**src/rtl/u8cp_pkg.sv**
```systemverilog
// u8cp_pkg: shared widths, byte masks and register codes for the utf-8 decoder
// used by utf8_code_point_decoder and its port checker; no dependencies
`default_nettype none

package u8cp_pkg;

  // stream field widths
  localparam int unsigned BYTE_W     = 8;
  localparam int unsigned CP_W       = 31;
  localparam int unsigned PEND_W     = 3;
  localparam int unsigned IN_DATA_W  = 8;
  localparam int unsigned OUT_DATA_W = 32;

  // configuration port
  localparam int unsigned APB_ADDR_W = 3;
  localparam int unsigned APB_DATA_W = 32;

  // register index, taken from paddr bit 2
  typedef enum logic {
    REG_UNICODE_ENABLE = 1'b0
  } reg_idx_t;

  localparam logic UNICODE_ENABLE_RST = 1'b1;

  // byte classification masks
  localparam logic [BYTE_W-1:0] BYTE_TOP   = 8'h80;
  localparam logic [BYTE_W-1:0] BYTE_SECND = 8'h40;
  localparam logic [BYTE_W-1:0] CONT_BITS  = 8'h3F;

endpackage

`default_nettype wire

```
**src/rtl/utf8_code_point_decoder.sv**
```systemverilog
// utf8_code_point_decoder: byte-stream utf-8 decoder (2 to 6 byte forms) with apb config
// depends on u8cp_pkg
`default_nettype none

// One byte is taken per clock: the byte and the decoder state (pending count,
// 31-bit accumulator) pass through a single priority decode into the next
// state and the result register, so a new byte is accepted every cycle while
// the output side takes its results. A finished code point appears on the
// output in the cycle after its last byte; bytes that make no result (lead
// and continuation bytes, dropped bytes) produce nothing.
// s_tready falls only while a result waits in the output register and the
// downstream side is stalled. unicode_enable (reset 1) selects decoding; with
// it cleared every byte comes out zero-extended and any open sequence is lost.
module utf8_code_point_decoder
  import u8cp_pkg::*;
(
  input  wire logic                  clk,
  input  wire logic                  rst,
  // input stream
  input  wire logic                  s_tvalid,
  output logic                       s_tready,
  input  wire logic [IN_DATA_W-1:0]  s_tdata,   // [7:0] in_byte
  // output stream
  output logic                       m_tvalid,
  input  wire logic                  m_tready,
  output logic [OUT_DATA_W-1:0]      m_tdata,   // [30:0] code_point, [31] zero
  // configuration port
  input  wire logic                  psel,
  input  wire logic                  penable,
  input  wire logic                  pwrite,
  input  wire logic [APB_ADDR_W-1:0] paddr,
  input  wire logic [APB_DATA_W-1:0] pwdata,
  output logic [APB_DATA_W-1:0]      prdata,
  output logic                       pready
);

  // state
  logic              unicode_enable;
  logic [PEND_W-1:0] bytes_pending, bytes_pending_next;
  logic [CP_W-1:0]   value_accumulator, value_accumulator_next;
  logic [CP_W-1:0]   code_point, code_point_next;
  logic              emit;

  logic              in_req;
  logic [BYTE_W-1:0] b;
  reg_idx_t          reg_idx;

  assign b      = s_tdata;
  assign in_req = s_tvalid && s_tready;

  // configuration access
  assign pready  = 1'b1;
  assign reg_idx = reg_idx_t'(paddr[2]);

  always_ff @(posedge clk) begin
    if (rst) begin
      unicode_enable <= UNICODE_ENABLE_RST;
    end else if (psel && penable && pwrite && pready) begin
      unique case (reg_idx)
        REG_UNICODE_ENABLE: unicode_enable <= pwdata[0];
        default:            unicode_enable <= unicode_enable;
      endcase
    end
  end

  always_comb begin
    unique case (reg_idx)
      REG_UNICODE_ENABLE: prdata = {{(APB_DATA_W-1){1'b0}}, unicode_enable};
      default:            prdata = '0;
    endcase
  end

  // per-byte decode
  always_comb begin
    bytes_pending_next     = bytes_pending;
    value_accumulator_next = value_accumulator;
    code_point_next        = {{(CP_W-BYTE_W){1'b0}}, b};
    emit                   = 1'b0;
    priority if (!unicode_enable || (b & BYTE_TOP) == '0) begin
      // pass-through or ascii: emitted, open sequence dropped
      bytes_pending_next     = '0;
      value_accumulator_next = {{(CP_W-BYTE_W){1'b0}}, b};
      emit                   = 1'b1;
    end else if (bytes_pending != '0) begin
      if ((b & BYTE_SECND) != '0) begin
        // lead, 0xfe or 0xff inside a sequence
        bytes_pending_next = '0;
      end else begin
        value_accumulator_next = {value_accumulator[CP_W-7:0], b[5:0]};
        bytes_pending_next     = bytes_pending - PEND_W'(1);
        code_point_next        = {value_accumulator[CP_W-7:0], b[5:0]};
        emit                   = (bytes_pending == PEND_W'(1));
      end
    end else begin
      // lead byte: count leading ones, keep the value bits
      priority casez (b)
        8'b110?_????: begin
          bytes_pending_next     = PEND_W'(1);
          value_accumulator_next = CP_W'(b & 8'h1F);
        end
        8'b1110_????: begin
          bytes_pending_next     = PEND_W'(2);
          value_accumulator_next = CP_W'(b & 8'h0F);
        end
        8'b1111_0???: begin
          bytes_pending_next     = PEND_W'(3);
          value_accumulator_next = CP_W'(b & 8'h07);
        end
        8'b1111_10??: begin
          bytes_pending_next     = PEND_W'(4);
          value_accumulator_next = CP_W'(b & 8'h03);
        end
        8'b1111_110?: begin
          bytes_pending_next     = PEND_W'(5);
          value_accumulator_next = CP_W'(b & 8'h01);
        end
        // stray continuation, 0xfe, 0xff: dropped
        default: ;
      endcase
    end
  end

  // decoder state update
  always_ff @(posedge clk) begin
    if (rst) begin
      bytes_pending     <= '0;
      value_accumulator <= '0;
    end else if (in_req) begin
      bytes_pending     <= bytes_pending_next;
      value_accumulator <= value_accumulator_next;
    end
  end

  // output register
  assign s_tready = !m_tvalid || m_tready;

  always_ff @(posedge clk) begin
    if (rst) begin
      m_tvalid <= 1'b0;
    end else if (s_tready) begin
      m_tvalid <= in_req && emit;
    end
  end

  always_ff @(posedge clk) begin
    if (in_req && emit) begin
      code_point <= code_point_next;
    end
  end

  assign m_tdata = {{(OUT_DATA_W-CP_W){1'b0}}, code_point};

endmodule

`default_nettype wire

```
**config.mk**
```make
export PLATFORM = sky130hd
export DESIGN_NAME = utf8_code_point_decoder
export DESIGN_NICKNAME = d
export VERILOG_FILES = /design/src/rtl/u8cp_pkg.sv /design/src/rtl/utf8_code_point_decoder.sv
export SDC_FILE = /design/constraint.sdc
export NUM_CORES = 1
export LEC_CHECK = 0
export ABC_AREA = 0
export ABC_CLOCK_PERIOD_IN_PS = 3200
export BUFFER_PORTS_ARGS = -buffer_cell sky130_fd_sc_hd__buf_2
export CORE_MARGIN = 2
export CORE_UTILIZATION = 43
export CTS_BUF_LIST = sky130_fd_sc_hd__clkbuf_4
export DETAILED_ROUTE_END_ITERATION = 10
export PLACE_DENSITY = 0.74
export SYNTH_ARGS = -nofsm -noshare
export SYNTH_HDL_FRONTEND = slang
export SYNTH_SLANG_ARGS = --single-unit
```
**constraint.sdc**
```tcl
create_clock -name clk -period 3.2 [get_ports clk]
set_clock_uncertainty 0.2 [all_clocks]
set_input_delay 0.32 -clock clk [delete_from_list [all_inputs] [get_ports clk]]
set_output_delay 0.32 -clock clk [all_outputs]
set_load 0.02 [all_outputs]
```
==> impl_metrics.tcl, run 1 <==
set metrics [dict create \
    status "finished, final reports clean" \
    drive_gt1_frac 0.245 \
    io_buffer_count 50 \
    rows 29 \
    wl_per_cell_um 13.1 \
    drc 0 \
    synth_async_sr_flop_share 0 \
    wl_um 5290 \
    antennaDiodeCount 0 \
    ant_nets 0 \
    max-cap-violations 0 \
    synth_enable_flop_cells 31 \
    max-slew-margin-rel 0.502 \
    leakage_nw 1.36 \
    power_mw 1.78 \
    period_needed_ns 2.70 \
    min_period_over_period 0.845 \
    grt_pass1_vias 1956 \
    area_delta_synth_final_pct 16.4 \
    cts_root_buffer "clkbuf_4" \
    clk_latency_ns 0.41 \
    ir_drop_v 0.000325 \
    netlist_instances 259 \
    end_kind "register" \
    power_per_cell_area_nw_per_um2 544 \
    cp.required_ns 3.34 \
    die_w_um 84.8 \
    cp_max_fo 13 \
    ys_ff_latch 61 \
    cpMaxStageDelayCell "nor2_2" \
    cts_sinks 61 \
    htreeDepth 3 \
    grt_start_max_net_pins 26 \
    antenna_found_initial 0 \
    syn_area_um2 2810 \
    syn_avg_cell_area_um2 10.8 \
    grt_pass1_wl_um 8900 \
    maxSlewViolCount 0 \
    crit_chain "inv_1, ha_1, ha_1, nand3_2, a211oi_4, nor2_2, buf_4, mux2i_1" \
    core_region_area_um2 6350 \
    nNetsFinal 374 \
    dp_hpwl_um 3590 \
    clk_path_buf_depth 2 \
    drt_iter0_drc 105 \
    startpoint_type "register" \
    fill_cells 542 \
    viasPerCell 4.99 \
    rsz0062_at_grt "false" \
    drt_pass1_iterations 4 \
    dieArea_um2 7200 \
    arrival_ns 2.84 \
    ys_warn_count 0 \
    synth_cell_types 45 \
    critPathKind "reg -> reg" \
    overflow 0 \
    start_util 0.442 \
    yosys_most_used_dff "edfxtp_1" \
    setup_viol 0 \
    numCtsBuffers 9 \
    cts-resized-gates 0 \
    postCtsSetupBuffers 0 \
    grtUsageTotal 0.160 \
    final_hold_viol_count 0 \
    hold_buffers 7 \
    hold_path_class "in -> reg" \
    cts_tree "done" \
    cts.clk_slew.worst_paths_ns 0.10 \
    max_clock_freq_ghz 0.370 \
    worst_slew_pin_slew_ns 0.747 \
    fp.dieH_um 84.8 \
    crit_path_frequent_cell "ha_1" \
    routabilityCongestion 0.851 \
    critPathMaxStageDelay_ns 0.60 \
    vias 2012 \
    tns_ns 0 \
    ios 117 \
    ys_seq_area_frac 0.545 \
]
-- sequential cells by signal, indices dropped and copies added, names as in the netlist --
| name | count |
|---|---|
| code_point | 31 |
| value_accumulator | 25 |
| bytes_pending | 3 |
| m_tvalid | 1 |
| unicode_enable | 1 |
-- Yosys cell counts, types with 2 or more instances --
cell,n,area [um2]
edfxtp_1,31,931
o21ai_0,8,40.0
nand4_1,5,31.3
and2_1,23,144
nand2b_1,3,18.8
a31oi_1,2,12.5
mux2i_1,16,160
nor2_1,6,22.5
a2111oi_0,2,17.5
inv_1,10,37.5
a211o_1,2,17.5
ha_1,3,37.5
buf_4,33,248
nand2_1,38,143
dfxtp_1,30,601
buf_6,2,22.5
clkbuf_1,6,22.5
conb_1,2,7.51
nand3_1,5,25.0
a21oi_1,7,35.0
-- path summary, 6_finish.rpt --
path | startpoint | end | slack, ns | depth (start not counted)
worst min register to register | value_accumulator[24] | value_accumulator[24] | 0.26 | 2
worst max-delay path | bytes_pending[0] | value_accumulator[12] | 0.50 | 8
worst min-delay path | rst | m_tvalid | 0.05 | 2
worst max register to register | bytes_pending[0] | value_accumulator[12] | 0.50 | 8
-- metal layers --
layer | part of all wire | routed length (um) | vias up | GRT usage
met1 | 0.41 | 2150 | 945 | 0.179
met2 | 0.49 | 2590 | 86 | 0.261
met4 | 0.031 | 165 | 0 | 0.117
met3 | 0.072 | 380 | 15 | 0.0457
li1 | - | - | 966 | -
met5 | 0 | 0 | - | 0
-- cell type report --
class / instances / area (um2) / area share
sequential: 61 / 1530 / 0.468
multi-input combinational: 177 / 1060 / 0.324
timing repair buffer: 62 / 358 / 0.109
clock inverter: 6 / 111 / 0.0340
tap: 77 / 96.3 / 0.0295
clock buffer: 10 / 75.1 / 0.0230
inverter: 10 / 37.5 / 0.0115
-- where the power goes --
| group | leakage, nW | switching [mW] | internal (mW) |
|---|---|---|---|
| logic | 0.726 | 0.162 | 0.0702 |
| registers | 0.542 | 0.0113 | 0.849 |
| clock network | 0.0966 | 0.282 | 0.404 |
| total | 1.36 | 0.456 | 1.32 |
-- per-stage QoR --
stage	setup WS, ns	util	std cells	hold slack (ns)	cell area [um2]
floorplan	0.0854	-	290	0.219	2930
global placement	0.590	0.475	380	0.237	3010
detailed placement	0.528	0.475	380	0.245	3010
CTS	0.505	0.515	403	0.0377	3270
global route	0.309	0.515	403	0.0397	3270
finish	0.496	0.515	403	0.0550	3270
-- cell families after synthesis --
kind of cell	Yosys count	synth area share
simple gates	89	0.163
buf+inv	52	0.119
other cells	2	0.00267
compound gates	36	0.0993
flops	61	0.545
mux	16	0.0570
fa+ha+maj	3	0.0134
-- critical path: cells and delay by family (launching register included) --
family	cells	cell delay, ns
buf+inv	2	0.42
fa+ha+maj	2	0.53
compound gates	1	0.09
simple gates	2	0.80
mux	1	0.21
flops	1	0.38
-- layout by cell type, fill, tap and decap left out, drive strengths merged, types with 2 or more instances in the layout --
master / n
a2111oi: 2
a211oi: 3
conb: 33
nor2: 7
and2: 23
nand4: 5
edfxtp: 31
bufinv: 3
nand2b: 3
inv: 10
nand2: 39
a31oi: 2
ha: 3
clkbuf: 10
dfxtp: 30
a21oi: 7
o21ai: 8
buf: 55
mux2i: 16
nand3: 6
a211o: 2
dlygate4sd3: 7
clkinv: 2
Note: power is estimated with default switching activity, not from simulation.
==> run 2, diff against run 1 <==
ABC_CLOCK_PERIOD_IN_PS = 2300   (was 3200)
clock period = 2.3 ns   (was 3.2 ns; I/O delays follow)
==> impl_metrics.tcl, run 2 (same netlist as run 1, synthesis figures left out) <==
set metrics [dict create \
    nNetsFinal 382 \
    dp_hpwl_um 3670 \
    die_w_um 84.8 \
    rows 29 \
    grt_start_max_net_pins 32 \
    ir_drop_v 0.000359 \
    overflow 0 \
    ios 117 \
    min_period_over_period 0.931 \
    tns_ns 0 \
    status "finished, final reports clean" \
    io_buffer_count 50 \
    cts_sinks 61 \
    clk_latency_ns 0.39 \
    arrival_ns 2.28 \
    top_regs "code_point (31), value_accumulator (25), bytes_pending (3)" \
    final_hold_viol_count 0 \
    largest_reg_flops 31 \
    cpMaxStageDelayCell "a2111oi_1" \
    drt_iter0_drc 127 \
    routabilityCongestion 0.878 \
    vias 2026 \
    wl_per_cell_um 12.7 \
    rsz0062_at_grt "false" \
    fp.dieH_um 84.8 \
    drt_pass1_iterations 4 \
    dieArea_um2 7200 \
    max_clock_freq_ghz 0.467 \
    cp.required_ns 2.44 \
    antenna_found_initial 0 \
    core_region_area_um2 6350 \
    ant_nets 0 \
    start_util 0.442 \
    cts.clk_slew.worst_paths_ns 0.11 \
    wl_um 5210 \
    power_per_cell_area_nw_per_um2 683 \
    cp_max_fo 8 \
    critPathMaxStageDelay_ns 0.41 \
    grt_pass1_wl_um 8800 \
    timing.final.ws_setup_ns 0.159 \
    period_needed_ns 2.14 \
    grtUsageTotal 0.158 \
    numCtsBuffers 9 \
    startpoint_type "register" \
    max-cap-violations 0 \
    maxSlewViolCount 0 \
    area_delta_synth_final_pct 18.1 \
    critPathKind "reg -> reg" \
    leakage_nw 1.37 \
    hold_path_class "in -> reg" \
    largest_register "code_point" \
    placed_cells 385 \
    clk_path_buf_depth 2 \
    viasPerCell 4.93 \
    mostFrequentLayoutCells "buf_2 (50), nand2_1 (38), conb_1 (33)" \
    cts_root_buffer "clkbuf_4" \
    setup_viol 0 \
    drc 0 \
    end_kind "register" \
    grt_pass1_vias 1885 \
    cts_tree "done" \
    crit_chain "inv_1, ha_1, ha_2, and4bb_2, nand2b_1, a2111oi_1, a31o_2" \
    layout_commonest_cell "buf_2" \
    drive_gt1_frac 0.251 \
    antennaDiodeCount 0 \
    htreeDepth 3 \
    layout.cells.non_filler 411 \
    dp_slack_ns 0.0220 \
]
==> run 2: worst paths after layout <==
check                   startpoint               endpoint  slack (ns)  depth (start not counted)
max               bytes_pending[0]       bytes_pending[1]        0.16                          7
max reg2reg       bytes_pending[0]       bytes_pending[1]        0.16                          7
min                         pwrite         unicode_enable        0.06                          3
min reg2reg  value_accumulator[21]  value_accumulator[21]        0.26                          2
==> run 2: power breakdown <==
part	internal, mW	total [mW]	leakage, nW	switching (mW)
clock	0.324	0.720	0.0651	0.396
sequential	1.18	1.20	0.542	0.0153
combinational	0.120	0.349	0.766	0.229
total	1.63	2.27	1.37	0.640
==> run 2: what timing repair did <==
item | CTS | global route
hold endpoints to repair | 19 | 0
endpoints found under the setup margin | 0 | 26
hold buffers | 10 | 0
gates resized for setup | 0 | 3
buffers inserted | 0 | 0
==> run 2: layer usage <==
layer  global-route usage  up-vias  routed length (um)
met4                0.114        0                 126
met5                    0        -                   0
li1                     -      986                   -
met3               0.0379       11                 295
met2                0.263       80                2650
met1                0.177      949                2140
==> run 2: area by class of cell <==
class	instances	area [um2]
clock buffers	9	67.6
clock inverters	7	65.1
fillers	551	3030
inverters	10	37.5
multi-input cells	177	1070
flip-flops and latches	61	1530
well taps	77	96.3
repair buffers	70	450
==> run 2: per-stage QoR <==
step                      power, mW   util  instance area (um2)  hold slack (ns)
final                          2.27  0.523                 3320           0.0553
after global routing           2.37  0.523                 3320           0.0524
after detailed placement       1.56  0.485                 3080            0.236
after floorplan                1.50      -                 2930            0.129
after global placement         1.55  0.485                 3080            0.226
after CTS                      2.29  0.522                 3310           0.0308
==> run 2: critical path, delay by kind of cell, from the launching register on <==
kind / cells / cell delay [ns]
flip-flops: 1 / 0.37
buffers and inverters: 1 / 0.07
adder cells (fa/ha/maj): 2 / 0.43
AO/OA/AOI/OAI: 2 / 0.57
AND/OR/NAND/NOR: 2 / 0.45
